**config.mk**
```make
export PLATFORM = sky130hd
export DESIGN_NAME = tkpq_cell
export DESIGN_NICKNAME = d
export VERILOG_FILES = /design/src/hw/rtl/tkpq_pkg.sv /design/src/hw/rtl/tkpq_cell.sv
export SDC_FILE = /design/constraint.sdc
export NUM_CORES = 1
export LEC_CHECK = 0
export ABC_AREA = 1
export BUFFER_PORTS_ARGS = -buffer_cell sky130_fd_sc_hd__buf_2
export CORE_MARGIN = 2
export CORE_UTILIZATION = 49
export CTS_BUF_LIST = sky130_fd_sc_hd__clkbuf_8 sky130_fd_sc_hd__clkbuf_16
export DETAILED_ROUTE_END_ITERATION = 8
export GPL_TIMING_DRIVEN = 0
export PLACE_DENSITY = 0.95
export SETUP_SLACK_MARGIN = 0.5
export SLEW_MARGIN = 20
export SYNTH_ARGS = -nofsm -noshare
export SYNTH_HDL_FRONTEND = slang
export SYNTH_SLANG_ARGS = --single-unit
```
**constraint.sdc**
```tcl
create_clock -name clk -period 10.2 [get_ports clk]
set_input_delay 2.04 -clock clk [delete_from_list [all_inputs] [get_ports clk]]
set_output_delay 2.04 -clock clk [all_outputs]
set_load 0.03 [all_outputs]
```
**src/hw/rtl/tkpq_pkg.sv**
```systemverilog
// Shared types, codes and key compare for the two-key min priority queue.
package tkpq_pkg;

	typedef struct packed {
		logic [31:0] position;
		logic [31:0] weight;
	} entry_t;

	typedef enum logic [1:0] {
		STATUS_OK        = 2'd0,
		STATUS_OVERFLOW  = 2'd1,
		STATUS_UNDERFLOW = 2'd2
	} status_t;

	localparam logic OP_PUSH = 1'b0;
	localparam logic OP_POP  = 1'b1;

	// Command broadcast to every cell in the chain.
	typedef struct packed {
		logic   push;
		logic   pop;
		entry_t ent;
	} cmd_t;

	// True when a sorts strictly before b.
	function automatic logic key_less(entry_t a, entry_t b);
		return (a.position < b.position) ||
			((a.position == b.position) && (a.weight < b.weight));
	endfunction

endpackage

```
**src/hw/rtl/tkpq_cell.sv**
```systemverilog
// One slot of the sorted shift-register array.
module tkpq_cell #(
	parameter int IDX = 0,
	parameter int CW  = 7
) (
	input  logic             clk,
	input  tkpq_pkg::cmd_t   cmd,
	input  logic [CW-1:0]    count,
	input  logic             prev_gt,
	input  tkpq_pkg::entry_t prev_entry,
	input  tkpq_pkg::entry_t next_entry,
	output logic             gt,
	output tkpq_pkg::entry_t entry
);

	tkpq_pkg::entry_t entry_q;
	logic             occupied;
	logic             at_end;

	assign occupied = count > CW'(IDX);
	assign at_end   = count == CW'(IDX);
	// Stored key is larger than the one being pushed: new item goes at or before here.
	assign gt       = occupied && tkpq_pkg::key_less(cmd.ent, entry_q);
	assign entry    = entry_q;

	always_ff @(posedge clk) begin
		if (cmd.push) begin
			if (prev_gt) begin
				entry_q <= prev_entry;
			end else if (gt || at_end) begin
				entry_q <= cmd.ent;
			end
		end else if (cmd.pop) begin
			entry_q <= next_entry;
		end
	end

endmodule

```
### After elaboration in Yosys (flattened, before gate mapping)

Index checks and enable logic that the tools add are counted.

* equal/unequal tests: 2
* reductions and logical operators: 7
* muxes and demuxes: 4
* $lt $le $gt $ge: 3

Operators with widths (number)
* $mux W64: 4
* $lt A32 B32 Y1: 2
* $eq A32 B32 Y1: 1
* $gt A7 B1 Y1 const B: 1
* $logic_not A7 Y1: 1
* $ne A3 B1 Y1 const B: 1
* $logic_and A1 B1 Y1: 2
* $logic_or A1 B1 Y1: 2
* $reduce_and A2 Y1: 1
* $reduce_bool A2 Y1: 1

* logic and storage cells: 18
* output and inout port bits: 65
* flip-flop bits (word level): 64
* bits of input ports: 203

### Longest topological paths before layout

* word-level depth: 8
* depth in mapped cells: 15
* depth with buffers taken out: 15

### Least setup slack after synthesis

OpenSTA, ideal clock, no wires.

* kind: input port to output port
* start point: in cmd[63] in the netlist's numbering
* end point: out gt
* cell stages on the path: 11
* data required time: 8.160 ns
* path buffers: 0
* slack: 4.720 ns
* arrival: 3.440 ns
* cell sequence: ha_1 > nand2_1 > nor2_2 > nand2_1 > inv_1 > nand2_1 > nor2_2 > nand3_1 > nor2_1 > nand2_1 > a21oi_1

* word-level cells in the longest chain between the ends: 4
* elaborated cells between the ends (all ways): 5
* classes of those cells: 1 x order compare; 1 x eq/ne; 3 x reduce/logical

Ends and longest elaborated chain
* start: declaration: line tkpq_cell.sv:7 `input tkpq_pkg::cmd_t cmd,`
* parallel branches: the longest is 2 deep, another holds $lt A32 B32 Y1
* $logic_or A1 B1 Y1 *: line tkpq_pkg.sv:27 `return (a.position < b.position) ||`
* $logic_and A1 B1 Y1 *: line tkpq_cell.sv:23 `assign gt = occupied && tkpq_pkg::key_less(cmd.ent, entry_q);`
* end: declaration: line tkpq_cell.sv:12 `output logic gt,`

Mark *: on every way between the ends.

### Final worst setup path

* start point: in cmd[47] in the netlist's numbering
* end point: out gt

The elaborated chain is that of the path after synthesis.

==> impl_metrics.py <==
metrics = {
    "setup_path": {
        "timing.rr.start": "entry[47]$_DFFE_PP_",
        "end_kind": "output port",
        "worst-path-max-fanout": 3,
        "r2r_slack_ps": 7540,
        "critPathLaunchType": "primary input",
        "worstSetupStartpoint": "cmd[47]",
        "cp.required_ps": 8160,
        "crit_type": "in -> out",
        "critPathArrivalTime_ps": 3640,
    },
    "clock_tree": {
        "cts_max_path_buffers": 2,
        "cts_buffers": 9,
        "htree_levels": 3,
        "insertion_delay_ps": 330,
        "cts_sinks": 64,
        "clkSlewWorstSetupHoldPaths_ps": 80,
        "postCtsSetupBuffers": 0,
        "cts_resized": 0,
        "cts_root_buffer": "clkbuf_8",
        "cts_tree": "done",
        "hold_buffers": 0,
    },
    "drt": {
        "drt_pass1_iterations": 6,
        "wire_per_inst_um": 14.7,
        "wl_met3_um": 1120,
        "first_iter_violations": 360,
        "finalWirelength_um": 15300,
        "ant_nets": 0,
        "m1WireLength_um": 6160,
        "vias": 5351,
        "drc": 0,
        "viasPerCell": 5.14,
        "wl_met2_um": 7740,
        "top_layer_used": "met4",
    },
    "timing": {
        "drv_slew": 0,
        "layout_setup_ws_ps": 4520,
        "setup_violations": 0,
        "skew_ps": 14.5,
        "finalCritPeriodShare": 0.557,
        "worstMarginPinSlew_ps": 471,
        "final_hold_viol_count": 0,
        "timing.fmax_ghz": 0.176,
        "timing.setup.tns_ps": 0,
        "slew_headroom": 0.686,
        "finalCriticalPeriod_ps": 5680,
        "rsz0062_at_grt": "false",
    },
    "global_routing": {
        "grt_pass1_vias": 5308,
        "antenna_found_initial": 0,
        "grt_pass1_wl_um": 24500,
        "track_usage": 0.280,
        "grt_overflow_total": 0,
        "grt_start_max_net_pins": 36,
    },
    "floorplanning": {
        "die_h_um": 104,
        "die_area_mm2": 0.0107,
        "start_util": 0.500,
        "num_rows": 36,
        "die_w_um": 104,
        "ios": 268,
        "core_mm2": 0.00973,
    },
    "layout": {
        "antennaDiodeCount": 0,
        "final_area_mm2": 0.00655,
        "post-route-util": 0.673,
        "seqCellArea_mm2": 0.00192,
        "multi_input_area_mm2": 0.00253,
        "nFillCells": 835,
        "largest_register_ffs": 64,
        "nets": 1169,
        "drive_above_1_share": 0.327,
        "syn_to_final_growth_pct": 34.6,
        "final_cell_count_no_fill": 1041,
    },
    "placed_design": {
        "pre_cts_slack_ps": 4540,
        "numPortBuffers": 266,
        "placed_cell_area_mm2": 0.00639,
        "hpwl_um": 12500,
        "dpl.cell_count": 1025,
        "place_congestion": 0.929,
    },
    "synth": {
        "async_flop_share": 0,
        "yosys-top-cells-count": "nand2_1, o21ai_0, inv_1, nor2_1, edfxtp_1",
        "ys_seq_area_frac": 0.395,
        "synth_top_area_frac": 0.395,
        "syn_nets": 891,
        "syn_inst": 625,
        "synth-main-ff-cell": "edfxtp_1",
        "synth.most_common_cell": "nand2_1",
        "ys_types": 24,
        "yosys_warnings": 0,
        "synthTopCellsByArea": "edfxtp_1, ha_1, o21ai_0",
        "yosys.area.top_type": "edfxtp_1",
        "ys_seq_elements": 64,
        "syn_area_mm2": 0.00487,
        "synth_edf_count": 64,
        "avgSynthCellArea_um2": 7.79,
    },
    "pwr": {
        "seq_power_share": 0.415,
        "power_frac_clock": 0.228,
        "peakVddDrop_mv": 0.0810,
        "p_switching_w": 0.000307,
        "p_comb_frac": 0.357,
        "leakage_nw": 3.42,
        "p_int_w": 0.000520,
        "p_sw_frac": 0.371,
        "power_density_mw_per_mm2": 126,
    },
    "flow_run": {
        "cap_viol_max_count": 0,
    },
    "min_path": {
        "hp-class": "reg -> reg",
        "min_from": "entry[54]$_DFFE_PP_",
    },
    "status": {
        "status": "completed",
    },
}
-- layer usage --
metal  vias to the layer above  global-route usage
li1                       2660                   -
met4                         0              0.0917
met2                       268               0.510
met3                        31              0.0535
met5                         -                   0
met1                      2392               0.332
-- power by group through the flow --
stage          Clock, W  Sequential, W  Combinational, W
2_1_floorplan         0       0.000409          0.000119
3_3_place_gp          0       0.000349          0.000281
3_5_place_dp          0       0.000349          0.000294
4_1_cts        0.000192       0.000343          0.000295
5_1_grt        0.000203       0.000347          0.000328
6_report       0.000188       0.000343          0.000296
-- layout by cell type, fill, tap and decap left out, types with 2 or more instances in the layout --
| cell | n |
|---|---|
| edfxtp_1 | 64 |
| nand2_1 | 119 |
| nand4_1 | 4 |
| nor2_1 | 79 |
| a21oi_1 | 30 |
| nand3_1 | 5 |
| nor3_1 | 3 |
| o21ai_1 | 33 |
| o21a_1 | 2 |
| buf_2 | 275 |
| clkbuf_1 | 18 |
| nor2_2 | 3 |
| clkbuf_8 | 9 |
| inv_1 | 79 |
| clkinvlp_4 | 2 |
| clkinv_1 | 2 |
| ha_1 | 63 |
| o21ai_0 | 105 |
-- per-stage QoR --
step | hold WS (ps) | power (W)
final | 1440 | 0.000827
after global routing | 1570 | 0.000878
after CTS | 1470 | 0.000831
after detailed placement | 1450 | 0.000643
after global placement | 2320 | 0.000630
after floorplan | 2170 | 0.000529
-- cell type report --
cell class	count	area share
Inverter	80	0.0462
Timing Repair Buffer	267	0.206
Multi-Input combinational cell	454	0.387
Tap cell	133	0.0254
Sequential cell	64	0.293
Clock buffer	9	0.0189
Clock inverter	7	0.00611
Buffer	27	0.0172
-- cell families (layout without fill, tap and decap cells) --
group                      Yosys count  in the layout  synth area share
AOI/OAI and AO/OA                  173            173             0.181
buffers and inverters              107            390            0.0848
and+or+nand+nor                    218            218             0.178
DFF                                 64             64             0.395
adders and majority gates           63             63             0.162
-- critical path: stages --
cell	delay (ps)
buf_2	110
ha_1	320
nand4_1	150
nor2_1	220
nand2_1	120
nor2_1	110
nand3_1	80
nor2_1	90
nand2_1	80
a21oi_1	120
buf_2	220
-- worst paths after layout --
kind,to,depth (start not counted)
max,gt,11
min,entry[21]$_DFFE_PP_,9
max reg2reg,entry[40]$_DFFE_PP_,13
min reg2reg,entry[21]$_DFFE_PP_,9
Note: power is estimated with default switching activity, not from simulation.
